--- config.mk ---
export PLATFORM = sky130hd
export DESIGN_NAME = gf256_erasure_dot_product_top
export DESIGN_NICKNAME = d
export VERILOG_FILES = /design/src/hdl/gfedp_pkg.sv /design/src/hdl/gf256_erasure_dot_product_top.sv /design/src/hdl/gfedp_cell.sv
export SDC_FILE = /design/constraint.sdc
export NUM_CORES = 1
export LEC_CHECK = 0
export ABC_AREA = 1
export BUFFER_PORTS_ARGS = -buffer_cell sky130_fd_sc_hd__buf_2
export CORE_MARGIN = 2
export CORE_UTILIZATION = 25
export DETAILED_ROUTE_END_ITERATION = 8
export HOLD_SLACK_MARGIN = 0.02
export PLACE_DENSITY = 0.38
export SKIP_LAST_GASP = 1
export SLEW_MARGIN = 20
export SYNTH_ARGS = -nofsm -noshare
export SYNTH_HDL_FRONTEND = slang
export SYNTH_SLANG_ARGS = --single-unit
--- constraint.sdc ---
create_clock -name clock -period 15.4 [get_ports clock]
set_input_delay 3.85 -clock clock [delete_from_list [all_inputs] [get_ports clock]]
set_output_delay 3.85 -clock clock [all_outputs]
set_load 0.005 [all_outputs]
--- src/hdl/gfedp_pkg.sv ---
`default_nettype none
// ----------------------------------------------------------------------------
// gfedp_pkg
// Shared types, constants and the GF(2^8) multiply used by the dot-product
// cell chain.
// ----------------------------------------------------------------------------
package gfedp_pkg;

   localparam int unsigned MAX_SOURCES_DEFAULT = 8;
   localparam int unsigned BYTE_W              = 8;
   localparam int unsigned ROW_W               = 64;
   localparam int unsigned COUNT_W             = 4;
   localparam int unsigned CSR_INDEX_W         = 2;
   localparam int unsigned CSR_DATA_W          = 64;

   localparam logic [ROW_W-1:0]   ROW_RESET   = '0;
   localparam logic [COUNT_W-1:0] COUNT_RESET = 4'd8;
   localparam logic [BYTE_W-1:0]  POLY_RESET  = 8'h1d;

   typedef enum logic [CSR_INDEX_W-1:0] {
      CSR_COEFFICIENT_ROW  = 2'd0,
      CSR_SOURCE_COUNT     = 2'd1,
      CSR_FIELD_POLYNOMIAL = 2'd2
   } csr_index_type;

   // word moving from one cell to the next
   typedef struct packed {
      logic              valid;
      logic [BYTE_W-1:0] acc;
   } cell_link_type;

   // shift-and-xor product reduced modulo x^8 + poly
   function automatic logic [BYTE_W-1:0] gf_mul(
      input logic [BYTE_W-1:0] a_in,
      input logic [BYTE_W-1:0] b_in,
      input logic [BYTE_W-1:0] poly
   );
      logic [BYTE_W-1:0] acc;
      logic [BYTE_W-1:0] a;
      logic              top;
      acc = '0;
      a   = a_in;
      for (int bit_idx = 0; bit_idx < BYTE_W; bit_idx++) begin
         if (b_in[bit_idx]) begin
            acc = acc ^ a;
         end
         top = a[BYTE_W-1];
         a   = {a[BYTE_W-2:0], 1'b0};
         if (top) begin
            a = a ^ poly;
         end
      end
      return acc;
   endfunction

endpackage
`default_nettype wire

--- src/hdl/gf256_erasure_dot_product_top.sv ---
`default_nettype none
// ----------------------------------------------------------------------------
// gf256_erasure_dot_product_top
// GF(2^8) erasure-code dot product over up to eight source bytes.
//
// A word on req_ carries one byte from each source block at one byte
// position. rsp_coded_byte is the xor of the GF(2^8) products of each
// source byte with its coefficient from the configured row, over the first
// source_count sources (counts above MAX_SOURCES act as MAX_SOURCES).
// The datapath is a chain of MAX_SOURCES cells, one per source, each doing
// one multiply and xor and registering the word; rsp_valid comes from the
// last cell's register, so a word shows only after passing every cell, and
// one word is taken every cycle while the response side keeps up.
// When rsp_ready is low the last cell holds its word; earlier cells still
// advance into empty slots, so req_ready falls only once the chain is full.
// The csr_ port writes one of coefficient_row, source_count and
// field_polynomial, per csr_index; write it only while the chain is empty.
// Synchronous reset empties the chain and restores the register defaults
// (row 0, count 8, polynomial 0x1d).
// ----------------------------------------------------------------------------
module gf256_erasure_dot_product_top #(
   parameter int unsigned MAX_SOURCES = gfedp_pkg::MAX_SOURCES_DEFAULT
) (
   input  wire logic                                 clock,
   input  wire logic                                 reset,
   input  wire logic                                 req_valid,
   output      logic                                 req_ready,
   input  wire logic [gfedp_pkg::BYTE_W-1:0]         req_source_byte_0,
   input  wire logic [gfedp_pkg::BYTE_W-1:0]         req_source_byte_1,
   input  wire logic [gfedp_pkg::BYTE_W-1:0]         req_source_byte_2,
   input  wire logic [gfedp_pkg::BYTE_W-1:0]         req_source_byte_3,
   input  wire logic [gfedp_pkg::BYTE_W-1:0]         req_source_byte_4,
   input  wire logic [gfedp_pkg::BYTE_W-1:0]         req_source_byte_5,
   input  wire logic [gfedp_pkg::BYTE_W-1:0]         req_source_byte_6,
   input  wire logic [gfedp_pkg::BYTE_W-1:0]         req_source_byte_7,
   output      logic                                 rsp_valid,
   input  wire logic                                 rsp_ready,
   output      logic [gfedp_pkg::BYTE_W-1:0]         rsp_coded_byte,
   input  wire logic                                 csr_write_enable,
   input  wire logic [gfedp_pkg::CSR_INDEX_W-1:0]    csr_index,
   input  wire logic [gfedp_pkg::CSR_DATA_W-1:0]     csr_write_data
);

   localparam int unsigned PORT_SOURCES = 8;

   logic [gfedp_pkg::ROW_W-1:0]                        row_ff;
   logic [gfedp_pkg::COUNT_W-1:0]                      count_ff;
   logic [gfedp_pkg::BYTE_W-1:0]                       poly_ff;
   logic [PORT_SOURCES-1:0][gfedp_pkg::BYTE_W-1:0]     src_all;
   gfedp_pkg::cell_link_type                           link   [MAX_SOURCES+1];
   logic [MAX_SOURCES-1:0][gfedp_pkg::BYTE_W-1:0]      bytes  [MAX_SOURCES+1];
   logic                                               ready  [MAX_SOURCES+1];

   // configuration registers
   always_ff @(posedge clock) begin
      if (reset) begin
         row_ff   <= gfedp_pkg::ROW_RESET;
         count_ff <= gfedp_pkg::COUNT_RESET;
         poly_ff  <= gfedp_pkg::POLY_RESET;
      end else if (csr_write_enable) begin
         case (csr_index)
            gfedp_pkg::CSR_COEFFICIENT_ROW: begin
               row_ff <= csr_write_data[gfedp_pkg::ROW_W-1:0];
            end
            gfedp_pkg::CSR_SOURCE_COUNT: begin
               count_ff <= csr_write_data[gfedp_pkg::COUNT_W-1:0];
            end
            gfedp_pkg::CSR_FIELD_POLYNOMIAL: begin
               poly_ff <= csr_write_data[gfedp_pkg::BYTE_W-1:0];
            end
            default: begin
            end
         endcase
      end
   end

   assign src_all = {req_source_byte_7, req_source_byte_6, req_source_byte_5,
                     req_source_byte_4, req_source_byte_3, req_source_byte_2,
                     req_source_byte_1, req_source_byte_0};

   assign link[0]       = '{valid: req_valid, acc: '0};
   assign req_ready     = ready[0];
   assign ready[MAX_SOURCES] = rsp_ready;

   for (genvar g = 0; g < MAX_SOURCES; g++) begin : g_src
      assign bytes[0][g] = src_all[g];
   end

   for (genvar g = 0; g < MAX_SOURCES; g++) begin : g_cell
      gfedp_cell #(
         .MAX_SOURCES (MAX_SOURCES),
         .CELL_INDEX  (g)
      ) u_cell (
         .clock            (clock),
         .reset            (reset),
         .up_link          (link[g]),
         .up_bytes         (bytes[g]),
         .up_ready         (ready[g]),
         .coefficient      (row_ff[g*gfedp_pkg::BYTE_W +: gfedp_pkg::BYTE_W]),
         .field_polynomial (poly_ff),
         .source_count     (count_ff),
         .down_link        (link[g+1]),
         .down_bytes       (bytes[g+1]),
         .down_ready       (ready[g+1])
      );
   end

   assign rsp_valid      = link[MAX_SOURCES].valid;
   assign rsp_coded_byte = link[MAX_SOURCES].acc;

   // assertions
   a_ready_through : assert property (@(posedge clock) disable iff (reset)
      rsp_ready |-> req_ready)
      else $error("chain not ready although response side is ready");

   a_first_cell_loads : assert property (@(posedge clock) disable iff (reset)
      req_valid && req_ready |=> link[1].valid)
      else $error("taken word missing from first cell");

   a_reset_empties : assert property (@(posedge clock)
      reset |=> !rsp_valid)
      else $error("response valid straight after reset");

   a_bubble_filled : assert property (@(posedge clock) disable iff (reset)
      !link[1].valid |-> req_ready)
      else $error("first cell empty but word refused");

endmodule
`default_nettype wire

--- src/hdl/gfedp_cell.sv ---
`default_nettype none
// ----------------------------------------------------------------------------
// gfedp_cell
// One cell of the chain: multiplies its own source byte by its coefficient,
// xors it into the sum if CELL_INDEX < source_count, and registers the word.
// ----------------------------------------------------------------------------
module gfedp_cell #(
   parameter int unsigned MAX_SOURCES = gfedp_pkg::MAX_SOURCES_DEFAULT,
   parameter int unsigned CELL_INDEX  = 0
) (
   input  wire logic                                     clock,
   input  wire logic                                     reset,
   input  wire gfedp_pkg::cell_link_type                 up_link,
   input  wire logic [MAX_SOURCES-1:0][gfedp_pkg::BYTE_W-1:0] up_bytes,
   output      logic                                     up_ready,
   input  wire logic [gfedp_pkg::BYTE_W-1:0]             coefficient,
   input  wire logic [gfedp_pkg::BYTE_W-1:0]             field_polynomial,
   input  wire logic [gfedp_pkg::COUNT_W-1:0]            source_count,
   output      gfedp_pkg::cell_link_type                 down_link,
   output      logic [MAX_SOURCES-1:0][gfedp_pkg::BYTE_W-1:0] down_bytes,
   input  wire logic                                     down_ready
);

   gfedp_pkg::cell_link_type                          link_ff;
   gfedp_pkg::cell_link_type                          link_in;
   logic [MAX_SOURCES-1:0][gfedp_pkg::BYTE_W-1:0]     bytes_ff;
   logic                                              active;
   logic [gfedp_pkg::BYTE_W-1:0]                      product;

   assign up_ready = !link_ff.valid || down_ready;
   assign active   = gfedp_pkg::COUNT_W'(CELL_INDEX) < source_count;

   always_comb begin
      product       = gfedp_pkg::gf_mul(up_bytes[CELL_INDEX], coefficient, field_polynomial);
      link_in.valid = up_link.valid;
      link_in.acc   = active ? (up_link.acc ^ product) : up_link.acc;
   end

   always_ff @(posedge clock) begin
      if (reset) begin
         link_ff.valid <= 1'b0;
      end else if (up_ready) begin
         link_ff.valid <= link_in.valid;
      end
      if (up_ready) begin
         link_ff.acc <= link_in.acc;
         bytes_ff    <= up_bytes;
      end
   end

   assign down_link  = link_ff;
   assign down_bytes = bytes_ff;

endmodule
`default_nettype wire
======== After elaboration in Yosys (flattened, before gate mapping) ========
Cells that the tools add are included.
word-level totals
  flip-flop bits (word level) ............. 372
  bits of input ports ..................... 135
  output and inout bits ................... 10
  word-level logic and storage cells ...... 323
cells by class
  order comparisons ....................... 8
  equal/unequal tests ..................... 2
  multiplexer cells ....................... 127
  bitwise operators ....................... 119
  reduce and logical (&&, ||, !) cells .... 20
operators with widths
  operator            number
  $mux 8              127
  $xor 8x8->8         119
  $lt 3x4->1 const A  4
  $logic_not 1->1     8
  $logic_or 1x1->1    8
  $lt 1x4->1 const A  2
  $lt 2x4->1 const A  2
  $reduce_and 2->1    3
  $eq 2x1->1 const B  1
  $eq 2x2->1 const B  1
  $logic_not 2->1     1

======== Longest topological paths before layout ========
Gate-level depths: netlist of the first run.
  word-level depth ........................ 18
  mapped depth ............................ 28

======== Modules after synthesis ========
From an unflattened synthesis of the first run, not the netlist that was laid out.
second synthesis, totals
  cell total of the unflattened synthesis .. 5,551
  area total of the unflattened synthesis .. 42,993.7 µm²
by module, submodules not included
  module                          times used  cells each  area each (µm²)
  gfedp_cell at g_cell[1].u_cell  1           648         5,018.6
  gfedp_cell at g_cell[0].u_cell  1           642         4,984.8
  gfedp_cell at g_cell[4].u_cell  1           628         4,984.8
  gfedp_cell at g_cell[3].u_cell  1           627         4,957.3
  gfedp_cell at g_cell[7].u_cell  1           622         4,952.2
  gfedp_cell at g_cell[2].u_cell  1           651         4,941.0
  gfedp_cell at g_cell[6].u_cell  1           614         4,917.2
  gfedp_cell at g_cell[5].u_cell  1           628         4,872.2
  gf256_erasure_dot_product_top   1           491         3,365.7

======== Worst setup path before layout of the first run ========
Ideal clock, no wire load.
  kind .................................... input -> output
  start point ............................. input port rsp_ready
  end point ............................... output port req_ready
  arrival ................................. 9,572 ps
  data required time ...................... 11,550 ps
  setup slack ............................. 1,978 ps
  cell stages on the path ................. 14
  path through ............................ nor2_1 inv_1 nor2_1 inv_1 nor2_1 inv_1 nor2_1 inv_1 nor2_1 inv_1 nor2_1 inv_1 nor2_1 nand2_1
between the ends
  longest elaborated chain between the ends .. 8
ends and longest elaborated chain
  what                                   RTL line                             source
  from (decl)                            gf256_erasure_dot_product_top.sv:37  input wire logic rsp_ready,
  $logic_or 1x1->1                       gfedp_cell.sv:30                     assign up_ready = !link_ff.valid || down_ready;
  named net g_cell[6].u_cell.down_ready  gfedp_cell.sv:21                     input wire logic down_ready
  $logic_or 1x1->1                       gfedp_cell.sv:30
  named net g_cell[5].u_cell.down_ready  gfedp_cell.sv:21
  $logic_or 1x1->1                       gfedp_cell.sv:30
  named net g_cell[4].u_cell.down_ready  gfedp_cell.sv:21
  $logic_or 1x1->1                       gfedp_cell.sv:30
  named net g_cell[3].u_cell.down_ready  gfedp_cell.sv:21
  $logic_or 1x1->1                       gfedp_cell.sv:30
  named net g_cell[2].u_cell.down_ready  gfedp_cell.sv:21
  $logic_or 1x1->1                       gfedp_cell.sv:30
  named net g_cell[1].u_cell.down_ready  gfedp_cell.sv:21
  $logic_or 1x1->1 (2 in a row)          gfedp_cell.sv:30
  to (decl)                              gf256_erasure_dot_product_top.sv:27  output logic req_ready,
The timed path passes the listed nets, and every way through them passes these cells.

======== Worst setup path after layout of the first run ========
Same ends and word-level chain as after synthesis.

==> reports/metrics.cfg, run 1 <==
[floorplanning]
initial_utilization_pct = 25.1
coreArea_sq_um = 123000
die-height_um = 356
fp.dieW_um = 356
row_count = 129
die-area_sq_um = 127000
pin_count = 145

[cts]
cts_tree = yes
cts_hold_buf = 0
root_buffer = clkbuf_16
cts_max_level = 2
cts_sinks = 372
cts_buffers = 50
clock_latency_ns = 0.66
cts_resized = 0
cts_setup_buffers = 0
path_clk_slew_ns = 0.06
cts.path.max_buffers = 3

[timing]
setup_ws_ns = 4.32
max_slew.worst_pin.slew_ns = 1.01
finalHoldViolations = 0
skew_ns = 0.0706
slew_violations = 0
period_needed_ns = 11.08
min_period_over_period_pct = 71.9
setup_viol = 0
max_freq_mhz = 90.3
relSlewSlack_pct = 32.6
rsz0062_at_grt = no
setup_tns_ns = 0

[synth]
syn_nets = 4825
ys_seq_area_share_pct = 33.4
synth_cell_types = 43
yosys_warnings = 0
syn_avg_cell_area_sq_um = 6.60
netlist_instances = 4690
ys_ff_latch = 372
syn_area_sq_um = 31000

[hold_path]
hp-start = g_cell[3].u_cell.down_bytes[63]
hp-class = flip-flop to flip-flop

[worst_setup_path]
r2r_setup_slack_ns = 10.22
critical_path_required_ns = 11.55
crit_slowest_cell = inv_1
cp_max_fo = 34
max_stage_delay_ns = 0.50
cp-start-kind = input pin
critPathBufInv = 10
path_class = input pin to output pin
crit_path_start = rsp_ready
crit_family = buffers and inverters
timing.rr.start = poly_ff[7]
crit_chain = buf_2 > nor2_1 > inv_1 > nor2_1 > inv_1 > nor2_1 > inv_1 > buf_4 > nor2_1 > inv_1 > buf_4 > nor2_1 > inv_2 > nor2_1 > inv_2 > nor2_1 > nand2_4 > buf_2
cp_common_cell = nor2_1
end_kind = output pin
crit_arrival_ns = 7.23

[power_and_ir_drop]
power_density_nw_per_um2 = 120
p_seq_share_pct = 33.2
switchingPower_mw = 1.67
p_leak_nw = 16.5
combPwrFrac_pct = 36.3
switching_share_pct = 39.8
ir_drop_uv = 98.1
pwr-share-clk_pct = 30.5
p_int_mw = 2.52

[layout]
drive_gt1_share_pct = 8.87
n_fill_cell = 13600
multiInputGateArea_sq_um = 17700
seq_area_sq_um = 10400
finalCoreUtilization_pct = 28.4
synthToLayoutAreaGrowth_pct = 13.0
final_cells = 6418
num-nets-final = 4873

[routing]
drc_errors = 0
routed_wl_um = 113000
via_per_inst = 4.42
dr.pass1.iters = 7
routed_wire_length_per_instance_um = 17.7
first_iter_violations = 1843
routed-via-count = 28400
ant_nets = 0

[global_routing]
antenna_found_initial = 17
grt_max_degree = 56
grt_pass1_vias = 26800
grt_pass1_wl_um = 171000
track_usage_pct = 17.8
grt_overflow_total = 0

[flow_run]
max-cap-violations = 0

[place]
place_ws_ns = 4.18
dp_cells = 6323
hpwl_um = 83800
port_buffers = 144
globalplace.congestion = 0.808

[run_status]
status = completed

-- stage by stage --
| step | instance area, sq um | hold WS, ns | total power [mW] |
|---|---|---|---|
| floorplan | 31000 | 0.400 | 2.49 |
| global placement | 33200 | 0.402 | 2.94 |
| detailed placement | 33200 | 0.405 | 2.94 |
| CTS | 35000 | 0.416 | 4.26 |
| global route | 35000 | 0.422 | 4.52 |
| finish | 35000 | 0.413 | 4.20 |
-- area by class of cell --
class                      instances  area share (%)
tap                             1637            5.85
timing repair buffer             178            2.79
clock buffer                      62            3.79
inverter                         552            5.94
antenna                            1         0.00715
clock inverter                    32            1.33
sequential                       372            29.6
multi-input combinational       3584            50.7
-- cell usage after synthesis, drive strengths merged --
library cell | count | area share (%)
a21o | 2 | 0.048
a21oi | 77 | 1.2
and2 | 2 | 0.040
buf | 100 | 1.7
clkbuf | 82 | 1.0
clkinv | 6 | 0.077
dfxtp | 84 | 5.4
edfxtp | 288 | 28
inv | 546 | 6.6
nand2 | 1740 | 22
nand2b | 2 | 0.040
nand3 | 703 | 12
nand3b | 34 | 0.82
nand4 | 61 | 1.2
nor2 | 344 | 4.5
nor3 | 3 | 0.048
o211ai | 5 | 0.12
o21a | 1 | 0.024
o21ai | 181 | 2.9
o21bai | 6 | 0.15
o22ai | 1 | 0.020
or2 | 4 | 0.081
xnor2 | 187 | 5.4
xor2 | 231 | 6.8
-- worst paths after layout --
kind / to / cells past startpoint
hold reg to reg: g_cell[4].u_cell.down_bytes[63] / 0
setup reg to reg: g_cell[7].u_cell.down_link[7] / 22
hold / removal: g_cell[4].u_cell.down_bytes[63] / 0
setup / recovery: req_ready / 18
-- cells by family (layout without fill, tap and decap cells) --
group                     count (synthesis)  after routing  synth area share [%]
and+or+nand+nor                        2893           2893                  40.5
buffers and inverters                   734            824                  9.43
other                                     0              1                     0
DFF                                     372            372                  33.4
xor gates and xnor gates                418            418                  12.2
AOI/OAI and AO/OA                       273            273                  4.55
-- cells in the final DEF, fill, tap and decap left out, types with 12 or more instances in the layout --
master | synthesis | final
clkbuf_16 | 0 | 51
nand3b_1 | 34 | 34
a21oi_1 | 77 | 77
xor2_1 | 225 | 225
nand2_4 | 11 | 12
buf_4 | 20 | 34
nand2_1 | 1683 | 1682
nand3_1 | 672 | 672
buf_2 | 53 | 144
o21ai_1 | 27 | 27
inv_2 | 30 | 35
nand3_2 | 26 | 26
dfxtp_1 | 84 | 76
nand2_2 | 46 | 46
xnor2_1 | 183 | 183
nor2_1 | 328 | 328
nand4_1 | 61 | 61
o21ai_0 | 152 | 152
edfxtp_1 | 288 | 288
inv_1 | 516 | 509
-- sequential cells by signal, summed over array words and instances (netlist names) --
signal and count:
g_cell.u_cell.down_bytes 224, g_cell.u_cell.down_link 72, row_ff 64, poly_ff 8, count_ff 4
-- power by group through the flow --
stage / clock network [mW] / registers, mW / logic (mW)
after global placement: 0 / 1.42 / 1.52
after global routing: 1.36 / 1.41 / 1.75
after floorplan: 0 / 1.31 / 1.18
after detailed placement: 0 / 1.42 / 1.53
after CTS: 1.32 / 1.40 / 1.53
final: 1.28 / 1.39 / 1.52
-- routing by layer --
layer  vias up  GRT usage, %  part of all wire, %
met5         -             0                0.018
met4         2          4.25                  2.3
met3       111          2.65                  4.6
met2       528          26.5                   41
met1     12700          26.5                   52
li1      15000             -                    -
Note: power is estimated with default switching activity, not from simulation.
==> run 2, diff against run 1 <==
- clock period: 15.4 -> 11.4 ns (I/O delays scaled with it)
==> run 2 against run 1 <==
Net effect: register-to-register slack worse by 3.7 ns; flip-flop and latch count is the same; cell count about the same; hold slack lost 0.0025 ns; critical endpoint unchanged; largest power group unchanged.
==> reports/metrics.cfg, run 2 (synthesis results as in run 1) <==
[run_status]
status = completed

[global_routing]
grt_pass1_wl_um = 170000
track_usage_pct = 17.6
grt_max_degree = 66
grt_pass1_vias = 26500
grt_overflow_total = 0
antenna_found_initial = 9

[worst_setup_path]
critical_path_required_ns = 8.55
r2r_setup_slack_ns = 6.54
crit-reg2reg-capture = g_cell[7].u_cell.down_link[1]
cp_max_fo = 26
cp-start-kind = input pin
path_class = input pin to output pin
end_kind = output pin
reg2regPathDepth = 23
crit_arrival_ns = 5.30
timing.rr.start = poly_ff[4]

[floorplanning]
die-area_sq_um = 127000
pin_count = 145
coreArea_sq_um = 123000
row_count = 129
fp.dieW_um = 356
initial_utilization_pct = 25.1
die-height_um = 356

[timing]
setup_tns_ns = 0
max_freq_mhz = 123
setup_viol = 0
slew_violations = 0
max_slew.worst_pin.slew_ns = 0.988
skew_ns = 0.0642
finalHoldViolations = 0
relSlewSlack_pct = 33.6
setup_ws_ns = 3.25
rsz0062_at_grt = no
period_needed_ns = 8.15
min_period_over_period_pct = 71.5

[layout]
mostFrequentLayoutCells = 1682 x nand2_1, 672 x nand3_1, 510 x inv_1
largest_reg_flops = 224
num-nets-final = 4878
final_cells = 6424
synthToLayoutAreaGrowth_pct = 13.2
final_common_cell = nand2_1
n_fill_cell = 13600
drive_gt1_share_pct = 9.13
antennaDiodeCount = 0
final_cell_area_sq_um = 35100

[routing]
met2WireLength_um = 46500
routed_wire_length_per_instance_um = 17.5
dr.pass1.iters = 5
drc_errors = 0
ant_nets = 0
wl_met3_um = 5050
routed_wl_um = 112000
first_iter_violations = 1952
via_per_inst = 4.43
wl_met1_um = 59300
routed-via-count = 28400
highest_layer = met4

[cts]
cts_hold_buf = 0
cts_setup_buffers = 0
cts_max_level = 2
cts_resized = 0
cts_sinks = 372
path_clk_slew_ns = 0.06
root_buffer = clkbuf_16
clock_latency_ns = 0.68
cts_buffers = 52
cts_tree = yes
cts.path.max_buffers = 3

[place]
dp_cells = 6326
place_area_sq_um = 33200
place_ws_ns = 3.19
hpwl_um = 83900
globalplace.congestion = 0.798
port_buffers = 144

[hold_path]
hp-start = g_cell[1].u_cell.down_bytes[36]
whs_endpoint = g_cell[2].u_cell.down_bytes[36]
hp-class = flip-flop to flip-flop
whs_path_depth = 0

[flow_run]
max-cap-violations = 0

[power_and_ir_drop]
p_leak_nw = 16.5
power_density_nw_per_um2 = 163
ir_drop_uv = 134

run 2: cell count changes in the layout (fill, tap and decap cells not counted), sizes merged:
cell,before,now
clkinvlp,2,5
buf,178,181
clkinv,26,27
inv,547,550
bufinv,9,7
diode,1,0
clkbuf,62,61
run 2: critical path, cell delays in order:
cell	delay (ns)
buf_2	0.10
nor2_1	0.09
inv_1	0.19
nor2_1	0.14
inv_1	0.32
nor2_1	0.21
inv_1	0.05
buf_4	0.24
nor2_1	0.14
inv_1	0.06
nor2_1	0.11
inv_2	0.05
nor2_1	0.12
inv_2	0.05
nor2_1	0.27
nand2_4	0.09
buf_2	0.18
run 2: worst max-delay path by stage:
stage	slack [ns]	endpoint	start	depth (start not counted)
floorplan	0.54	req_ready	rsp_ready	14
global placement	3.14	req_ready	rsp_ready	17
detailed placement	3.19	req_ready	rsp_ready	17
CTS	3.18	req_ready	rsp_ready	17
global route	2.82	req_ready	rsp_ready	17
finish	3.25	req_ready	rsp_ready	17
run 2: area by class of cell:
class / count / area (sq um) / share of cell area [%]
timing repair buffer: 181 / 998 / 2.85
clock inverter: 37 / 483 / 1.38
inverter: 552 / 2080 / 5.92
sequential: 372 / 10400 / 29.5
tap: 1637 / 2050 / 5.84
multi-input combinational: 3584 / 17700 / 50.6
clock buffer: 61 / 1380 / 3.92
run 2: per-stage QoR:
step / power [mW] / util (%) / hold slack, ns
2_1_floorplan: 3.37 / - / 0.400
3_3_place_gp: 3.97 / 26.9 / 0.401
3_5_place_dp: 3.98 / 26.9 / 0.405
4_1_cts: 5.78 / 28.4 / 0.413
5_1_grt: 6.14 / 28.4 / 0.421
6_report: 5.70 / 28.4 / 0.411
run 2: power by group:
group          internal (mW)  switching [mW]  leakage [nW]  total [mW]
combinational          0.694            1.37          11.9        2.06
clock                   1.04           0.719         0.897        1.76
sequential              1.68           0.201          3.76        1.88
run 2: routing by layer:
| metal | up-vias | GRT usage, % |
|---|---|---|
| met5 | - | 0 |
| met4 | 0 | 3.05 |
| met3 | 76 | 2.37 |
| met2 | 536 | 26.2 |
| met1 | 12800 | 26.9 |
| li1 | 15000 | - |
